**config.mk**
```make
export PLATFORM = sky130hd
export DESIGN_NAME = clock_time_set_digit_entry
export DESIGN_NICKNAME = d
export VERILOG_FILES = /design/src/rtl/core/ctsde_pkg.sv /design/src/rtl/core/ctsde_step.sv /design/src/rtl/core/clock_time_set_digit_entry.sv
export SDC_FILE = /design/constraint.sdc
export NUM_CORES = 1
export LEC_CHECK = 0
export BUFFER_PORTS_ARGS = -buffer_cell sky130_fd_sc_hd__buf_2
export CAP_MARGIN = 20
export CORE_MARGIN = 5
export CORE_UTILIZATION = 45
export CTS_BUF_LIST = sky130_fd_sc_hd__clkbuf_8
export CTS_CLUSTER_SIZE = 8
export DETAILED_ROUTE_END_ITERATION = 16
export PLACE_DENSITY = 0.7
export SLEW_MARGIN = 20
export SYNTH_ARGS = -nofsm -noshare
export SYNTH_HDL_FRONTEND = slang
export SYNTH_SLANG_ARGS = --single-unit
```
**constraint.sdc**
```tcl
create_clock -name clk_i -period 10.3 [get_ports clk_i]
set_input_delay 2.06 -clock clk_i [delete_from_list [all_inputs] [get_ports clk_i]]
set_output_delay 2.06 -clock clk_i [all_outputs]
set_load 0.005 [all_outputs]
```
**src/rtl/core/ctsde_pkg.sv**
```systemverilog
// Package for the keypad time-setting controller.
// Holds key codes, cursor positions, register indexes, state and result types
// and small decimal helper functions. Depends on nothing.
package ctsde_pkg;

  localparam int unsigned NumDigits = 6;
  localparam int unsigned CurW      = 3;
  localparam int unsigned DigitW    = 4;
  localparam int unsigned ValW      = 7;
  localparam int unsigned KeyW      = 4;

  localparam logic [KeyW-1:0] KeyStar     = 4'd10;
  localparam logic [KeyW-1:0] KeyHash     = 4'd11;
  localparam logic [KeyW-1:0] KeyLastDigit = 4'd9;

  localparam logic [CurW-1:0] PosHourTens  = 3'd0;
  localparam logic [CurW-1:0] PosHourUnits = 3'd1;
  localparam logic [CurW-1:0] PosMinTens   = 3'd2;
  localparam logic [CurW-1:0] PosMinUnits  = 3'd3;
  localparam logic [CurW-1:0] PosSecTens   = 3'd4;
  localparam logic [CurW-1:0] PosSecUnits  = 3'd5;

  localparam logic [ValW-1:0]   MaxVal   = 7'd99;
  localparam logic [DigitW-1:0] MaxDigit = 4'd9;

  typedef enum logic [1:0] {
    CFG_HOUR_LIMIT   = 2'd0,
    CFG_MINUTE_LIMIT = 2'd1,
    CFG_SECOND_LIMIT = 2'd2
  } cfg_idx_e;

  typedef struct packed {
    logic                              set_mode;
    logic [CurW-1:0]                   cursor;
    logic [NumDigits-1:0][DigitW-1:0]  digits;
  } state_t;

  typedef struct packed {
    logic              setting_active;
    logic [CurW-1:0]   cursor_pos;
    logic              echo_valid;
    logic [DigitW-1:0] echo_digit;
    logic              time_valid;
    logic [ValW-1:0]   new_hour;
    logic [ValW-1:0]   new_minute;
    logic [ValW-1:0]   new_second;
  } result_t;

  // Clamp a 7-bit value to 99.
  function automatic logic [ValW-1:0] sat99(input logic [ValW-1:0] v);
    return (v > MaxVal) ? MaxVal : v;
  endfunction

  // Tens digit of a value up to 99, by multiplying with 205/2048.
  function automatic logic [DigitW-1:0] tens_of(input logic [ValW-1:0] v);
    logic [14:0] prod;
    prod = {8'd0, v} * 15'd205;
    return prod[14:11];
  endfunction

  // Units digit of a value up to 99.
  function automatic logic [DigitW-1:0] units_of(input logic [ValW-1:0] v);
    logic [DigitW-1:0] t;
    logic [ValW-1:0]   r;
    t = tens_of(v);
    r = v - ({t, 3'b000} + {2'b00, t, 1'b0});
    return r[DigitW-1:0];
  endfunction

  // Compose tens and units into a value.
  function automatic logic [ValW-1:0] compose(input logic [DigitW-1:0] t,
                                              input logic [DigitW-1:0] u);
    return {t, 3'b000} + {2'b00, t, 1'b0} + {3'b000, u};
  endfunction

endpackage

```
**src/rtl/core/ctsde_step.sv**
```systemverilog
// Next-state and result logic for one key transaction of the time-setting controller.
// Purely combinational; uses ctsde_pkg for types and decimal helpers.
module ctsde_step (
  input  ctsde_pkg::state_t         state_i,
  input  logic [3:0]                key_i,
  input  logic [6:0]                clock_hour_i,
  input  logic [6:0]                clock_minute_i,
  input  logic [6:0]                clock_second_i,
  input  logic [6:0]                hour_limit_i,
  input  logic [6:0]                minute_limit_i,
  input  logic [6:0]                second_limit_i,
  output ctsde_pkg::state_t         state_o,
  output ctsde_pkg::result_t        result_o
);
  import ctsde_pkg::*;

  logic [ValW-1:0] ch, cm, cs, hl;

  assign ch = sat99(clock_hour_i);
  assign cm = sat99(clock_minute_i);
  assign cs = sat99(clock_second_i);
  assign hl = sat99(hour_limit_i);

  always_comb begin
    logic [CurW-1:0]   cur;
    logic [DigitW-1:0] bound;
    state_t            st;
    result_t           res;

    cur   = (state_i.cursor >= CurW'(NumDigits)) ? PosHourTens : state_i.cursor;
    st    = state_i;
    st.cursor = cur;
    res   = '0;
    bound = MaxDigit;

    if (!state_i.set_mode) begin
      if (key_i == KeyStar) begin
        st.digits[0] = tens_of(ch);
        st.digits[1] = units_of(ch);
        st.digits[2] = tens_of(cm);
        st.digits[3] = units_of(cm);
        st.digits[4] = tens_of(cs);
        st.digits[5] = units_of(cs);
        st.cursor    = PosHourTens;
        st.set_mode  = 1'b1;
      end
    end else if (key_i == KeyStar) begin
      st.set_mode    = 1'b0;
      res.time_valid = 1'b1;
      res.new_hour   = compose(state_i.digits[0], state_i.digits[1]);
      res.new_minute = compose(state_i.digits[2], state_i.digits[3]);
      res.new_second = compose(state_i.digits[4], state_i.digits[5]);
    end else if (key_i == KeyHash) begin
      st.cursor = (cur == PosHourTens) ? PosSecUnits : cur - CurW'(1);
    end else if (key_i <= KeyLastDigit) begin
      case (cur)
        PosHourTens:  bound = tens_of(hl);
        PosHourUnits: bound = units_of(hl);
        PosMinTens:   bound = tens_of(sat99(minute_limit_i));
        PosSecTens:   bound = tens_of(sat99(second_limit_i));
        default:      bound = MaxDigit;
      endcase
      res.echo_valid = 1'b1;
      if (key_i > bound) begin
        res.echo_digit = state_i.digits[cur];
      end else begin
        st.digits[cur] = key_i;
        res.echo_digit = key_i;
        st.cursor      = (cur == PosSecUnits) ? PosHourTens : cur + CurW'(1);
      end
    end

    res.setting_active = st.set_mode;
    res.cursor_pos     = st.cursor;
    state_o  = st;
    result_o = res;
  end

endmodule

```
**src/rtl/core/clock_time_set_digit_entry.sv**
```systemverilog
// Keypad time-setting controller, top level.
// A key transaction is registered in the input register on acceptance and then processed
// into the result register, which presents the result.
// Throughput: one key per cycle while the downstream side takes each result; a held result stalls key input.
// Reset (async, active low): idle mode, cursor 0, digits zero, limits 23/59/59.
// Depends on ctsde_pkg and ctsde_step.
module clock_time_set_digit_entry (
  input  logic        clk_i,
  input  logic        rst_ni,
  // Key input stream.
  input  logic        s_axis_tvalid,
  output logic        s_axis_tready,
  // tdata, from bit 0 up: key[3:0], clock_hour[10:4], clock_minute[17:11],
  // clock_second[24:18], zero fill[31:25].
  input  logic [31:0] s_axis_tdata,
  // Result stream.
  output logic        m_axis_tvalid,
  input  logic        m_axis_tready,
  // tdata, from bit 0 up: setting_active[0], cursor_pos[3:1], echo_digit[7:4],
  // new_hour[14:8], new_minute[21:15], new_second[28:22], zero fill[31:29].
  output logic [31:0] m_axis_tdata,
  // tuser, from bit 0 up: echo_valid[0], time_valid[1].
  output logic [1:0]  m_axis_tuser,
  // Configuration write channel.
  input  logic        cfg_valid_i,
  output logic        cfg_ready_o,
  input  logic [1:0]  cfg_index_i,
  input  logic [6:0]  cfg_data_i
);
  import ctsde_pkg::*;

  // Limit registers. Writes are always taken; an index beyond the list is dropped.
  logic [ValW-1:0] hour_limit_q, minute_limit_q, second_limit_q;

  assign cfg_ready_o = 1'b1;

  always_ff @(posedge clk_i or negedge rst_ni) begin
    if (!rst_ni) begin
      hour_limit_q   <= 7'd23;
      minute_limit_q <= 7'd59;
      second_limit_q <= 7'd59;
    end else if (cfg_valid_i) begin
      case (cfg_index_i)
        CFG_HOUR_LIMIT:   hour_limit_q   <= cfg_data_i;
        CFG_MINUTE_LIMIT: minute_limit_q <= cfg_data_i;
        CFG_SECOND_LIMIT: second_limit_q <= cfg_data_i;
        default: ;
      endcase
    end
  end

  // Input register. It takes a new transaction whenever it is empty or its
  // contents move on into the result register in the same cycle.
  logic            in_valid_q;
  logic [KeyW-1:0] key_q;
  logic [ValW-1:0] hour_q, minute_q, second_q;
  logic            advance;
  logic            out_valid_q;
  result_t         result_q, result_d;
  state_t          state_q, state_d;

  assign advance       = in_valid_q && (!out_valid_q || m_axis_tready);
  assign s_axis_tready = !in_valid_q || advance;

  always_ff @(posedge clk_i or negedge rst_ni) begin
    if (!rst_ni) begin
      in_valid_q <= 1'b0;
    end else if (s_axis_tready) begin
      in_valid_q <= s_axis_tvalid;
    end
  end

  always_ff @(posedge clk_i) begin
    if (s_axis_tready && s_axis_tvalid) begin
      key_q    <= s_axis_tdata[3:0];
      hour_q   <= s_axis_tdata[10:4];
      minute_q <= s_axis_tdata[17:11];
      second_q <= s_axis_tdata[24:18];
    end
  end

  // Decode and state update for the registered key.
  ctsde_step u_step (
    .state_i        (state_q),
    .key_i          (key_q),
    .clock_hour_i   (hour_q),
    .clock_minute_i (minute_q),
    .clock_second_i (second_q),
    .hour_limit_i   (hour_limit_q),
    .minute_limit_i (minute_limit_q),
    .second_limit_i (second_limit_q),
    .state_o        (state_d),
    .result_o       (result_d)
  );

  // Mode, cursor and digit registers change only when a key is processed.
  always_ff @(posedge clk_i or negedge rst_ni) begin
    if (!rst_ni) begin
      state_q <= '0;
    end else if (advance) begin
      state_q <= state_d;
    end
  end

  // Result register. It holds a result until the downstream side takes it.
  always_ff @(posedge clk_i or negedge rst_ni) begin
    if (!rst_ni) begin
      out_valid_q <= 1'b0;
    end else if (advance) begin
      out_valid_q <= 1'b1;
    end else if (m_axis_tready) begin
      out_valid_q <= 1'b0;
    end
  end

  always_ff @(posedge clk_i) begin
    if (advance) begin
      result_q <= result_d;
    end
  end

  assign m_axis_tvalid = out_valid_q;
  assign m_axis_tdata  = {3'b000, result_q.new_second, result_q.new_minute,
                          result_q.new_hour, result_q.echo_digit,
                          result_q.cursor_pos, result_q.setting_active};
  assign m_axis_tuser  = {result_q.time_valid, result_q.echo_valid};

endmodule
```
# Word-level counts from Yosys, hierarchy flattened

Cells that the tools add are included.

$add $sub $neg: 16
$mul: 6
Magnitude comparators: 11
Eq/ne operators: 11
Muxes and demuxes: 32
Bitwise operators: 2
Reduce and logical (&&, ||, !) cells: 19

Operators by type and width:

| cell                                                 | number |
|---|---|
| multiplier 7 x 8 -> 15 bit, second input constant    | 6 |
| two-way mux 27 bit                                   | 3 |
| two-way mux 28 bit                                   | 2 |
| greater-than comparator 7 bit, second input constant | 6 |
| two-way mux 7 bit                                    | 6 |
| two-way mux 4 bit                                    | 7 |
| bitwise mux 24 bit                                   | 1 |
| two-way mux 24 bit                                   | 1 |
| two-way mux 22 bit                                   | 1 |
| adder 7 x 4 -> 7 bit                                 | 3 |
| adder 7 x 5 -> 7 bit                                 | 3 |
| adder 4 bit                                          | 4 |
| one-hot mux 4 bit (4 select lines)                   | 1 |
| subtractor 4 bit                                     | 4 |
| binary-select mux 4 bit (select 3 bit)               | 1 |
| demux 4 bit (select 3 bit)                           | 1 |
| two-way mux 3 bit                                    | 4 |
| == test 4 bit, second input constant                 | 2 |
| AND reduction 2 bit                                  | 4 |
| == test 3 bit, second input constant                 | 2 |
| AND reduction 6 bit                                  | 1 |
| nonzero test 2 bit                                   | 3 |
| two-way mux 5 bit                                    | 1 |
| greater-than comparator 4 bit                        | 1 |
| other kinds (21)                                     | 29 |

Register bits: 107
Output and inout port bits: 37

# Logic depth before layout (Yosys ltp)

Gate-level depths: netlist (run 1).

Depth in word-level cells: 16
Gate-level depth with buffers: 29

# Cells and area by module

From an unflattened synthesis (run 1), not the netlist that was laid out.

Cells, all modules: 1074
Area, all modules: 11352.1 um^2

By module, submodules not included:

| module                     | times used | cells each | area each (um^2) | seq. area each (um^2) |
|---|---|---|---|---|
| ctsde_step                 | 1          | 899        | 7633.6           | 0.0 |
| clock_time_set_digit_entry | 1          | 175        | 3718.6           | 2975.4 |

# Least setup slack after synthesis (run 1)

No wires, ideal clock.

Kind: register to register
Start: reg second_limit_q[3]
End: reg state_q[16] (netlist name)
Setup time: 125 ps
Arrival: 5817 ps
Required time: 10175 ps
Setup slack: 4358 ps
Stages on the path, launching flop included: 23
Path buffers: 0
Period minus slack after synthesis: 5942 ps
Path through: dfstp_2 > o311ai_0 > nand2b_1 > ha_1 > fa_1 > fa_1 > ha_1 > ha_1 > a211o_1 > a2111oi_0 > o31ai_1 > a21o_1 > xor2_1 > nand3b_1 > a22o_1 > ha_1 > nor2b_1 > o21a_1 > o21a_1 > nor3_1 > o21ai_1 > a21oi_1 > mux2_2

Cells in the longest elaborated chain, start to end: 11

RTL lines:

| element                                     | RTL line                          | text |
|---|---|---|
| start: declaration                          | clock_time_set_digit_entry.sv:33  | `logic [ValW-1:0] hour_limit_q, minute_limit_q, second_limit_q;` |
| start signal: assignment                    | clock_time_set_digit_entry.sv:46  | `CFG_SECOND_LIMIT: second_limit_q <= cfg_data_i;` |
| greater-than comparator 7 bit               | ctsde_pkg.sv:51                   | `return (v > MaxVal) ? MaxVal : v;` |
| two-way mux 7 bit (*)                       | ctsde_pkg.sv:51                   |  |
| multiplier 7 x 8 -> 15 bit (*)              | ctsde_pkg.sv:57                   | `prod = {8'd0, v} * 15'd205;` |
| one-hot mux 4 bit (4 select lines) (*)      | ctsde_step.sv:56                  | `case (cur)` |
| two-way mux 4 bit (*)                       | ctsde_step.sv:55                  | `end else if (key_i <= KeyLastDigit) begin` |
| two-way mux 4 bit (*)                       | ctsde_step.sv:53                  | `end else if (key_i == KeyHash) begin` |
| two-way mux 4 bit (*)                       | ctsde_step.sv:47                  | `end else if (key_i == KeyStar) begin` |
| two-way mux 4 bit (*)                       | ctsde_step.sv:36                  | `if (!state_i.set_mode) begin` |
| greater-than comparator 4 bit (*)           | ctsde_step.sv:64                  | `if (key_i > bound) begin` |
| != test 2 x 1 -> 1 bit (no source line) (*) | --                                |  |
| AND reduction 6 bit (no source line) (*)    | --                                |  |
| end signal: assignment                      | clock_time_set_digit_entry.sv:101 | `state_q <= state_d;` |
| end: declaration                            | clock_time_set_digit_entry.sv:60  | `state_t state_q, state_d;` |

Every way passes the cells marked *; elsewhere a longest branch is shown, timed or not. The select of a mux whose other input is x is not followed.
A chain may end at the register's enable or synchronous reset.

# Final worst setup path (run 1)

Start: reg hour_limit_q[6]
End: reg state_q[18] (netlist name)

Cells in the longest elaborated chain, start to end: 13

RTL lines:

| element                                     | RTL line                         | text |
|---|---|---|
| start: declaration                          | clock_time_set_digit_entry.sv:33 |  |
| start signal: assignment                    | clock_time_set_digit_entry.sv:44 | `CFG_HOUR_LIMIT: hour_limit_q <= cfg_data_i;` |
| greater-than comparator 7 bit               | ctsde_pkg.sv:51                  |  |
| two-way mux 7 bit (*)                       | ctsde_pkg.sv:51                  |  |
| multiplier 7 x 8 -> 15 bit                  | ctsde_pkg.sv:57                  |  |
| adder 4 bit                                 | ctsde_pkg.sv:66                  | `r = v - ({t, 3'b000} + {2'b00, t, 1'b0});` |
| subtractor 4 bit                            | ctsde_pkg.sv:66                  |  |
| one-hot mux 4 bit (4 select lines) (*)      | ctsde_step.sv:56                 |  |
| two-way mux 4 bit (*)                       | ctsde_step.sv:55                 |  |
| two-way mux 4 bit (*)                       | ctsde_step.sv:53                 |  |
| two-way mux 4 bit (*)                       | ctsde_step.sv:47                 |  |
| two-way mux 4 bit (*)                       | ctsde_step.sv:36                 |  |
| greater-than comparator 4 bit (*)           | ctsde_step.sv:64                 |  |
| != test 2 x 1 -> 1 bit (no source line) (*) | --                               |  |
| AND reduction 6 bit (no source line) (*)    | --                               |  |

Marked as above.

==> impl_metrics.env, run 1 <==
export IMPL_num_rows=57
export IMPL_grt_use_total_pct=16.03
export IMPL_ir_worst_vdd_v=0.00009762
export IMPL_worst_ep_required_time_ns=10.61
export IMPL_cp_max_fo=7
export IMPL_grt_first_pass_wirelength_mm=36.86
export IMPL_root_buffer="clkbuf_8"
export IMPL_die_y_um=166.3
export IMPL_clkLatencyLatePin_ns=0.42
export IMPL_yosys_warnings=0
export IMPL_min_from="in_valid_q$_DFFE_PN0N_"
export IMPL_syn_area_per_cell_um2=10.77
export IMPL_core_area_mm2=0.02418
export IMPL_critPathCaptureType="flop"
export IMPL_setup_tns_final_ns=0
export IMPL_final_common_cell="ha_1"
export IMPL_r2r_end="state_q[18]$_DFFE_PN0P_"
export IMPL_cts_hold_fix_buffers=0
export IMPL_hpwl_mm=17.79
export IMPL_r2r_slack_ns=3.46
export IMPL_rr_startpoint="hour_limit_q[6]$_DFFE_PN0P_"
export IMPL_port_buffers=71
export IMPL_period_minus_slack_ns=6.836
export IMPL_wl_per_cell_um=15.28
export IMPL_crit_type="reg -> reg"
export IMPL_hold_path_class="reg -> reg"
export IMPL_reg2reg_depth=26
export IMPL_grt_max_degree=52
export IMPL_post_cts_buffers=0
export IMPL_dp_cells=1390
export IMPL_power_total_mw=3.017
export IMPL_clkPwrFrac_pct=9.0
export IMPL_cap_violations=0
export IMPL_firstDrtPassIters=5
export IMPL_overflow=0
export IMPL_slew_headroom_pct=33.22
export IMPL_start_util_pct=45.46
export IMPL_clkTransAtPathRegs_ns=0.12
export IMPL_rsz0062_at_grt="false"
export IMPL_final_cell_count_no_fill=1406
export IMPL_postSynthCellCount=1021
export IMPL_holdPathStages=1
export IMPL_hold_violations=0
export IMPL_power_density_mw_per_mm2=254.9
export IMPL_grt_pass1_vias=7513
export IMPL_synth_edf_count=56
export IMPL_drt_initial_drc_count=441
export IMPL_yosys_most_used_dff="edfxtp_1"
export IMPL_fin_skew_ns=0.01992
export IMPL_critPathArrivalTime_ns=7.15
export IMPL_drive_gt1_share_pct=15.99
export IMPL_fmax_mhz=146.3
export IMPL_gp_congestion=0.8418
export IMPL_final_cell_mix="ha_1 (239), inv_1 (99), buf_2 (71)"
export IMPL_grt_antenna_before_repair=0
export IMPL_n_antenna_cell=0
export IMPL_nets=1416
export IMPL_dieWidth_um=166.3
export IMPL_leakage_nw=5.813
export IMPL_cts_resized=0
export IMPL_synth_seq_cells=107
export IMPL_min_period_over_period_pct=66.37
export IMPL_post_drt_via_cell_ratio=5.354
export IMPL_p_switching_mw=1.413
export IMPL_die_area_mm2=0.02765
export IMPL_synth_cell_area_mm2=0.01099
export IMPL_crit_path_start="hour_limit_q[6]$_DFFE_PN0P_"
export IMPL_io_pins=83
export IMPL_min_to="m_axis_tvalid$_DFFE_PN0P_"
export IMPL_htree_levels=3
export IMPL_area_growth_pct=7.672
export IMPL_ant_nets=0
export IMPL_status="finished, final reports clean"
export IMPL_setup_viol=0
export IMPL_route_detailed_drc=0
export IMPL_vias=7528
export IMPL_yosys_cell_types_count=81
export IMPL_power_frac_seq_pct=22.1
export IMPL_routed_wl_mm=21.48
export IMPL_tightest_slew_ns=1.002
export IMPL_synth_seq_area_share_pct=27.07
export IMPL_slew_viol_final=0
export IMPL_clockBufferDepth=2
export IMPL_cp_start_kind="flop"
export IMPL_intPower_mw=1.604
export IMPL_numClockSinks=107
export IMPL_cts_buffers=9
export IMPL_cts_tree="done"
export IMPL_async_reset_ff_share_pct=47.66
export IMPL_swShare_pct=46.84
export IMPL_power_frac_comb_pct=68.9
-- cell usage after synthesis, types with 5 or more instances --
cell type	instances	area (um^2)
mux2_1	8	90.09
clkbuf_1	23	86.33
o21a_1	17	127.6
and2_1	34	212.7
a21o_1	10	75.07
dfrtp_1	37	925.9
o221ai_1	8	70.07
or2_2	9	56.30
o21ai_1	17	85.08
o22ai_1	8	50.05
xnor2_1	26	227.7
ha_1	239	2990
nand3b_1	7	52.55
nand2b_1	8	50.05
mux2_2	33	371.6
xor2_1	22	192.7
a21oi_1	40	200.2
dfstp_2	14	367.9
a21boi_0	5	37.54
a31oi_1	5	31.28
edfxtp_1	56	1682
a211o_1	5	43.79
inv_1	99	371.6
nor2_1	43	161.4
o21ai_0	15	75.07
fa_1	54	1081
nand4_1	5	31.28
nand2_1	50	187.7
nand3_1	11	55.05
nor3_1	18	90.09
-- metrics by stage --
stage / hold slack (ns) / utilization (%) / setup slack, ns / instance area, um^2
3_3_place_gp: 0.4793 / 48.10 / 3.523 / 11630
3_5_place_dp: 0.4955 / 48.10 / 3.473 / 11630
2_1_floorplan: 0.4569 / - / 4.358 / 11000
5_1_grt: 0.5294 / 48.95 / 2.889 / 11840
6_report: 0.5126 / 48.95 / 3.464 / 11840
4_1_cts: 0.5130 / 48.95 / 3.437 / 11830
-- power by group through the flow --
stage	Clock (mW)	Combinational, mW	Sequential (mW)
2_1_floorplan	0	1.68	0.607
3_3_place_gp	0	2.02	0.670
3_5_place_dp	0	2.09	0.673
4_1_cts	0.280	2.11	0.664
5_1_grt	0.297	2.41	0.680
6_report	0.271	2.08	0.667
-- cell type report --
| class | instances | area (um^2) |
|---|---|---|
| fillers | 2181 | 12340 |
| inverters | 103 | 386.6 |
| repair buffers | 73 | 370.4 |
| multi-input cells | 783 | 7493 |
| clock inverters | 7 | 80.08 |
| flip-flops and latches | 107 | 2975 |
| clock buffers | 9 | 123.9 |
| well taps | 324 | 405.4 |
-- registers in the layout, indices dropped and copies added (netlist names) --
name / flops
hour_limit_q: 7
hour_q: 7
in_valid_q: 1
key_q: 4
m_axis_tdata: 29
m_axis_tuser: 2
m_axis_tvalid: 1
minute_limit_q: 7
minute_q: 7
second_limit_q: 7
second_q: 7
state_q: 28
-- metal layers --
metal  vias up  routed length [um]  global-route usage, %
li1       3754                   -                      -
met1      3606               10660                  23.41
met2       142                9545                  24.89
met3        26                 933                  2.547
met4         0                 342                  4.305
met5         -                   0                      0
-- critical path, cell delays in order, from the launching register on --
cell and delay [ns]:
dfrtp_1 0.49, nand2_1 0.16, and2_1 0.28, ha_1 0.37, ha_1 0.29, inv_1 0.05, fa_1 0.37, inv_1 0.07
fa_1 0.41, ha_1 0.31, and4_1 0.19, a41o_1 0.26, o21ai_1 0.24, a21boi_1 0.16, xor2_1 0.29, ha_1 0.32
xnor2_1 0.14, mux2i_1 0.09, o31ai_1 0.22, nor2_1 0.09, ha_1 0.30, o21a_1 0.13, o21a_1 0.16, o21a_1 0.30
nor2_1 0.19, a21oi_1 0.47, mux2_2 0.40
-- how the worst max path moves through the flow --
stage | to | depth (start not counted)
2_1_floorplan | state_q[16]$_DFFE_PN0P_ | 22
5_1_grt | state_q[19]$_DFFE_PN0P_ | 29
3_5_place_dp | state_q[19]$_DFFE_PN0P_ | 23
4_1_cts | state_q[19]$_DFFE_PN0P_ | 29
3_3_place_gp | state_q[19]$_DFFE_PN0P_ | 29
6_report | state_q[18]$_DFFE_PN0P_ | 26
-- kinds of logic (layout without fill, tap and decap cells) --
group / after synthesis / count (layout) / synth area share, %
adder cells (fa/ha/maj): 293 / 293 / 37.04
other: 2 / 4 / 0.06832
buffers and inverters: 133 / 192 / 4.838
flip-flops: 107 / 107 / 27.07
XOR/XNOR: 50 / 50 / 4.234
AO/OA/AOI/OAI: 182 / 182 / 11.77
multiplexers: 50 / 50 / 5.521
AND/OR/NAND/NOR: 204 / 204 / 9.459
Note: power is estimated with default switching activity, not from simulation.
==> run 2: changes to the inputs <==
--- a/config.mk
+++ b/config.mk
@@ -12,7 +12,7 @@
 export CTS_BUF_LIST = sky130_fd_sc_hd__clkbuf_8
 export CTS_CLUSTER_SIZE = 8
 export DETAILED_ROUTE_END_ITERATION = 16
-export PLACE_DENSITY = 0.7
+export PLACE_DENSITY = 0.72
 export SLEW_MARGIN = 20
 export SYNTH_ARGS = -nofsm -noshare
 export SYNTH_HDL_FRONTEND = slang
==> constraint.sdc (replaced) <==
create_clock -name clk_i -period 5.6 [get_ports clk_i]
set_input_delay 1.12 -clock clk_i [delete_from_list [all_inputs] [get_ports clk_i]]
set_output_delay 1.12 -clock clk_i [all_outputs]
set_load 0.005 [all_outputs]
==> impl_metrics.env, run 2 (synthesized netlist as in run 1, its figures left out) <==
export IMPL_hold_violations=0
export IMPL_slew_headroom_pct=28.79
export IMPL_regArea_mm2=0.002975
export IMPL_min_period_over_period_pct=107.3
export IMPL_slowest_delay_ns=0.58
export IMPL_start_util_pct=45.46
export IMPL_htree_levels=3
export IMPL_grt_antenna_before_repair=1
export IMPL_worst_ep_required_time_ns=5.75
export IMPL_die_y_um=166.3
export IMPL_root_buffer="clkbuf_8"
export IMPL_finalWorstSetupSlack_ns=-0.4092
export IMPL_power_density_mw_per_mm2=521.1
export IMPL_rsz0062_at_grt="true"
export IMPL_clockBufferDepth=2
export IMPL_final_common_cell="ha_1"
export IMPL_cts_buffers=9
export IMPL_num_fill_cells=2016
export IMPL_numClockSinks=107
export IMPL_r2r_slack_ns=-0.41
export IMPL_hpwl_mm=18.84
export IMPL_critPathSlowestCell="dfstp_2"
export IMPL_fmax_mhz=166.4
export IMPL_drive_gt1_share_pct=29.50
export IMPL_ant_nets=0
export IMPL_cp_max_fo=5
export IMPL_clkLatencyLatePin_ns=0.41
export IMPL_overflow=0
export IMPL_power_total_mw=6.843
export IMPL_port_buffers=71
export IMPL_setup_viol=34
export IMPL_clkTransAtPathRegs_ns=0.13
export IMPL_core_area_mm2=0.02418
export IMPL_cap_violations=0
export IMPL_dpl_instance_area_mm2=0.01226
export IMPL_largest_reg_flops=29
export IMPL_grt_max_degree=52
export IMPL_design_area_mm2=0.01313
export IMPL_cp_start_kind="flop"
export IMPL_hold_path_class="reg -> reg"
export IMPL_critPathCaptureType="flop"
export IMPL_routed_wl_mm=23.74
export IMPL_post_drt_via_cell_ratio=5.371
export IMPL_die_area_mm2=0.02765
export IMPL_area_growth_pct=19.46
export IMPL_critPathArrivalTime_ns=6.16
export IMPL_period_minus_slack_ns=6.009
export IMPL_grt_use_total_pct=17.37
export IMPL_vias=8003
export IMPL_failed_checks="setup timing"
export IMPL_gp_congestion=0.8421
export IMPL_io_pins=83
export IMPL_fin_skew_ns=0.02376
export IMPL_leakage_nw=6.326
export IMPL_path_delay_family="adder cells"
export IMPL_final_cell_mix="ha_1 (225), inv_1 (97), buf_4 (78)"
export IMPL_multi_input_area_mm2=0.008114
export IMPL_drt_initial_drc_count=517
export IMPL_n_antenna_cell=0
export IMPL_dp_cells=1458
export IMPL_wl_per_cell_um=15.93
export IMPL_ir_worst_vdd_v=0.0002502
export IMPL_status="finished, violations left"
export IMPL_dieWidth_um=166.3
export IMPL_grt_first_pass_wirelength_mm=40.03
export IMPL_grt_pass1_vias=8209
export IMPL_num_rows=57
export IMPL_crit_buf_inv=3
export IMPL_crit_type="reg -> reg"
export IMPL_tightest_slew_ns=1.068
export IMPL_route_detailed_drc=0
export IMPL_cts_tree="done"
export IMPL_final_cell_count_no_fill=1490
export IMPL_firstDrtPassIters=5
export IMPL_slew_viol_final=0
export IMPL_nets=1500
[run 2: report_power, final]
part	leakage (nW)	total, mW	internal, mW	switching [mW]
sequential	1.17	1.24	1.00	0.235
clock	0.107	0.524	0.184	0.340
combinational	5.05	5.08	2.51	2.57
total	6.33	6.84	3.70	3.14
[run 2: cell type report]
type	count	area share, %
sequential	107	22.66
tap	324	3.087
inverter	103	2.944
clock buffer	9	0.9433
clock inverter	7	0.6575
multi-input combinational	783	61.79
timing repair buffer	157	7.918
[run 2: timing repair]
item,in CTS,in global routing
hold buffers,0,0
endpoints found under the setup margin,34,34
resized for setup,71,32
pin swaps,37,25
buffers inserted,12,5
[run 2: layer usage]
| layer | global-route usage, % | up-vias | part of all wire (%) | wire length (um) |
|---|---|---|---|---|
| met1 | 23.81 | 3868 | 47 | 11060 |
| met5 | 0 | - | 0.046 | 11 |
| li1 | - | 3926 | - | - |
| met3 | 2.856 | 38 | 4.0 | 956 |
| met4 | 4.589 | 2 | 2.0 | 465 |
| met2 | 28.76 | 169 | 47 | 11240 |
[run 2: stage by stage]
step / hold slack [ns] / setup TNS [ns] / util [%] / worst slack, ns
floorplan: 0.4569 / -1.294 / - / -0.09963
global placement: 0.4821 / -14.51 / 50.71 / -0.5146
detailed placement: 0.5009 / -24.81 / 50.71 / -0.8298
CTS: 0.5286 / -3.366 / 53.61 / -0.1571
global route: 0.5639 / -21.12 / 54.31 / -0.7100
finish: 0.5279 / -11.36 / 54.31 / -0.4092
[run 2: final timing paths]
check                                       startpoint                           to  cells past startpoint
hold / removal                  in_valid_q$_DFFE_PN0N_    m_axis_tvalid$_DFFE_PN0P_                      1
min in group asynchronous                       rst_ni  hour_limit_q[6]$_DFFE_PN0P_                      2
setup reg to reg           hour_limit_q[4]$_DFFE_PN1P_    m_axis_tdata[3]$_DFFE_PP_                     27
setup / recovery           hour_limit_q[4]$_DFFE_PN1P_    m_axis_tdata[3]$_DFFE_PP_                     27
max in group asynchronous                       rst_ni       state_q[7]$_DFFE_PN0P_                      2
hold reg to reg                 in_valid_q$_DFFE_PN0N_    m_axis_tvalid$_DFFE_PN0P_                      1
